`config.mk`:
```
export PLATFORM = sky130hd
export DESIGN_NAME = pcs_front
export DESIGN_NICKNAME = d
export VERILOG_FILES = /design/src/pcs_pkg.sv /design/src/pcs_front.sv
export SDC_FILE = /design/constraint.sdc
export NUM_CORES = 1
export LEC_CHECK = 0
export ABC_CLOCK_PERIOD_IN_PS = 7950
export BUFFER_PORTS_ARGS = -buffer_cell sky130_fd_sc_hd__buf_4
export CORE_UTILIZATION = 31
export CTS_CLUSTER_DIAMETER = 200
export DETAILED_ROUTE_END_ITERATION = 6
export GPL_TIMING_DRIVEN = 0
export SETUP_SLACK_MARGIN = 0.1
export SLEW_MARGIN = 20
export SYNTH_ARGS = -nofsm -noshare
export SYNTH_HDL_FRONTEND = slang
export SYNTH_SLANG_ARGS = --single-unit
```
`constraint.sdc`:
```
create_clock -name clk -period 7.95 [get_ports clk]
set_input_delay 0.795 -clock clk [delete_from_list [all_inputs] [get_ports clk]]
set_output_delay 0.795 -clock clk [all_outputs]
set_load 0.02 [all_outputs]
```
`src/pcs_pkg.sv`:
```
// Package for the palette nearest-color search core: sizes, codes and the
// packed item types shared by the front, back and top-level modules.
// No dependencies.
package pcs_pkg;

  // Palette capacity (2..256).
  localparam int MAX_ENTRIES = 256;
  localparam int IDX_W       = $clog2(MAX_ENTRIES);

  // Fixed field widths.
  localparam int SIZE_W   = 9;
  localparam int COLOR_W  = 8;
  localparam int INDEX_W  = 8;
  localparam int SQ_W     = 2 * COLOR_W;
  localparam int DIST_W   = 18;
  localparam int ENTRY_W  = 3 * COLOR_W;

  // Command queue between front and back.
  localparam int CMD_DEPTH  = 4;
  localparam int CPTR_W     = $clog2(CMD_DEPTH);
  localparam int CCNT_W     = $clog2(CMD_DEPTH + 1);

  // Result queue at the output.
  localparam int RES_DEPTH  = 2;
  localparam int RPTR_W     = $clog2(RES_DEPTH);
  localparam int RCNT_W     = $clog2(RES_DEPTH + 1);

  typedef enum logic {
    OP_WRITE  = 1'b0,
    OP_SEARCH = 1'b1
  } op_t;

  typedef struct packed {
    logic               req_type;
    logic [INDEX_W-1:0] entry_index;
    logic [COLOR_W-1:0] red;
    logic [COLOR_W-1:0] green;
    logic [COLOR_W-1:0] blue;
  } in_item_t;

  typedef struct packed {
    logic               found;
    logic [INDEX_W-1:0] best_index;
    logic [DIST_W-1:0]  best_distance;
  } out_item_t;

  typedef struct packed {
    op_t                op;
    logic [INDEX_W-1:0] idx;
    logic [COLOR_W-1:0] red;
    logic [COLOR_W-1:0] green;
    logic [COLOR_W-1:0] blue;
  } cmd_t;

  // Head of the command queue as seen by the back end.
  typedef struct packed {
    logic valid;
    cmd_t cmd;
  } cmd_q_t;

endpackage

```
`src/pcs_front.sv`:
```
// Front end: accepts requests, drops writes outside the palette in use and
// queues the rest for the back end. Depends on pcs_pkg.
module pcs_front import pcs_pkg::*; (
  input  logic              clk,
  input  logic              rst,
  input  logic              push,
  output logic              full,
  input  in_item_t          req,
  input  logic [SIZE_W-1:0] palette_size,
  input  logic              cmd_pop,
  output cmd_q_t            cmd_q
);

  cmd_t              fifo [CMD_DEPTH];
  logic [CPTR_W-1:0] wr_ptr;
  logic [CPTR_W-1:0] rd_ptr;
  logic [CCNT_W-1:0] count;
  logic              keep;
  logic              enq;
  cmd_t              cmd_in;

  assign full = (count == CCNT_W'(CMD_DEPTH));

  // A write beyond the size in use never reaches the store.
  assign keep = (op_t'(req.req_type) == OP_SEARCH) ||
                (SIZE_W'(req.entry_index) < palette_size);
  assign enq  = push && !full && keep;

  always_comb begin
    cmd_in.op    = op_t'(req.req_type);
    cmd_in.idx   = req.entry_index;
    cmd_in.red   = req.red;
    cmd_in.green = req.green;
    cmd_in.blue  = req.blue;
  end

  always_ff @(posedge clk) begin
    if (rst) begin
      wr_ptr <= '0;
      rd_ptr <= '0;
      count  <= '0;
    end else begin
      if (enq) begin
        wr_ptr <= wr_ptr + 1'b1;
      end
      if (cmd_pop) begin
        rd_ptr <= rd_ptr + 1'b1;
      end
      case ({enq, cmd_pop})
        2'b10:   count <= count + 1'b1;
        2'b01:   count <= count - 1'b1;
        default: count <= count;
      endcase
    end
  end

  always_ff @(posedge clk) begin
    if (enq) begin
      fifo[wr_ptr] <= cmd_in;
    end
  end

  assign cmd_q.valid = (count != '0);
  assign cmd_q.cmd   = fifo[rd_ptr];

endmodule

```
==> impl_metrics.ini <==
[global_routing]
grt-ovfl-total = 0
grt_antenna_before_repair = 0
grt_start_max_net_pins = 34
first_pass_grt_wire_length_mm = 15.3
global_route.usage.total = 0.119
grt_pass1_vias = 2849

[placed_design]
gp_congestion = 0.664
port_bufs = 79
detailedPlacementHpwl_mm = 6.44

[yosys]
synth.yosys.warnings = 0
synth-seq-area-share = 0.762
synth.cell_area_sq_um = 5440
synthMostInstantiatedCell = edfxtp_1
synth.cells.most_frequent = 132 x edfxtp_1, 33 x mux4_2, 13 x inv_1
synth_nets = 307
synth_flop_cell = edfxtp_1
ys_seq_elements = 141
number_of_enable_type_register_cells_in_the_synthesized_netlist = 132
synth_cells = 248
yosysTopAreaCellShare = 0.729
synth_area_leaders = edfxtp_1 73%, mux4_2 14%, dfxtp_1 3.3%
synthDominantAreaCellType = edfxtp_1
synth_area_per_cell_sq_um = 21.9
asyncSetResetFlopFracSynth = 0
netlist-cell-type-count = 29

[clock_network]
cts_max_path_buffers = 2
cts_htree_levels = 4
post_cts.resized_instances = 0
clk_pin_slew_worst_paths_ns = 0.06
cts_buffers = 17
clkSinkCount = 141
clk-insertion-delay-late_ns = 0.41
cts.root.buffer_cell = clkbuf_16
cts.hold.buffers_added = 0
post-cts-setup-buffer-count = 0
cts_tree = done

[setup_path]
crit_path_cell_trace = clkbuf_1, buf_2, mux4_2, buf_4
worstPathRequired_ns = 7.15
worstPathMaxFanout = 10
timing.critical_path.to_type = primary output
critPathLaunchType = flip-flop
delay_of_the_slowest_cell_on_the_worst_path_ns = 0.58
crit_arrival_ns = 2.26
setup.worst_path.class = reg2out
critical-path-slowest-cell = mux4_2
critical-path-top-delay-family = buffers and inverters
worstPathBufferInverterCount = 3

[sta]
rsz_0062_raised_after_global_routing = no
fin_crit_sh = 0.384
worst_hold_margin_ns = 0.517
worst_slew_pin_slew_ns = 0.944
relSlewSlack = 0.371
setup_tns_ns = 0
max_clock_freq_mhz = 328
finalHoldViolations = 0
finalMaxSlewViolations = 0
final.min_clock_period_ns = 3.05
setup_viol_count_final = 0
clock-skew-final_ns = 0.00626

[finish]
syn_to_final_growth_pct = 28.1
drive_gt1_frac = 0.423
multi_input_comb_area_sq_um = 1210
regArea_sq_um = 4140
final_nets = 408
fillers = 1547
final_antenna_diode_count = 0

[die]
design.die.area_sq_um = 18100
die_boundary_height_um = 134
initial_core_util = 0.315
core_region_area_sq_um = 17200
die_wd_um = 134
design.portCount = 81
placementRows = 48

[route]
drt-initial-drc-count = 129
detail_route.vias_per_cell = 4.50
detail_route.first_pass.iterations = 4
drt_wl_total_mm = 9.71
route.detailed.drc = 0
routed_wire_length_per_instance_um = 16.5
ant_nets = 0
vias = 2641

[pwr]
power_per_cell_area_nw_per_um2 = 279
worst_ir_drop_on_vdd_v = 0.000155
power.leakage_nw = 2.42

[worst_hold_path]
hold_path.class = reg2reg

[outcome]
run_status = completed

[run]
max_cap_viol_count = 0
## where the power goes
| part | internal [mW] | total, mW | switching, mW |
|---|---|---|---|
| sequential | 0.874 | 0.888 | 0.0143 |
| clock | 0.489 | 0.770 | 0.281 |
| combinational | 0.132 | 0.285 | 0.153 |
## registers in the layout, indices dropped and copies added, names as in the netlist, named ones only
name,cells
count,3
rd_ptr,2
wr_ptr,2
fifo,132
## cell families after synthesis
| logic type | Yosys count | synth area share |
|---|---|---|
| fa+ha+maj | 13 | 0.0313 |
| simple gates | 23 | 0.0239 |
| compound gates | 10 | 0.0186 |
| xor+xnor | 4 | 0.00645 |
| buf+inv | 22 | 0.0159 |
| mux | 35 | 0.141 |
| flops | 141 | 0.762 |
## worst paths after layout
path                                 from         end  slack [ns]  cells past startpoint
worst max-delay path            flip-flop   cmd_q[15]        4.90                      4
worst min-delay path            wr_ptr[1]   wr_ptr[1]        0.52                      2
worst max register to register   count[2]  fifo[2][5]        5.52                      5
worst min register to register  wr_ptr[1]   wr_ptr[1]        0.52                      2
## stage by stage
step                 util  std cells  setup WS, ns  area, sq um  power [mW]
CTS                 0.404        587          4.80         6960        1.97
finish              0.404        587          4.90         6960        1.94
global route        0.404        587          4.73         6960        2.02
floorplan               -        248          4.79         5440        1.07
global placement    0.366        552          3.82         6310        1.18
detailed placement  0.370        555          4.48         6380        1.20
## cell usage in the layout (no fill, tap or decap), types with 4 or more instances in the layout
cell type and instances:
clkinvlp_4 4, mux4_2 33, inv_1 13, buf_4 79
edfxtp_1 132, nor2_1 9, ha_1 12, clkbuf_16 17
clkbuf_1 9, dfxtp_1 9, and2_2 4
## area by class of cell
type | instances | share of cell area
buffer | 9 | 0.00539
tap | 225 | 0.0404
multi-input combinational | 85 | 0.174
timing repair buffer | 82 | 0.0949
clock inverter | 12 | 0.0210
inverter | 13 | 0.00701
sequential | 141 | 0.595
clock buffer | 20 | 0.0627
## routing by layer
metal	global-route usage	up-vias	part of all wire
met4	0.0499	0	0.014
li1	-	1208	-
met2	0.201	65	0.52
met5	0	-	0
met1	0.137	1355	0.42
met3	0.0435	13	0.045
## worst min-delay path: stages (launching register included)
cell	delay, ns
dfxtp_1	0.34
nand2b_1	0.08
mux2i_1	0.05
Power figures use the tool's default switching activity.
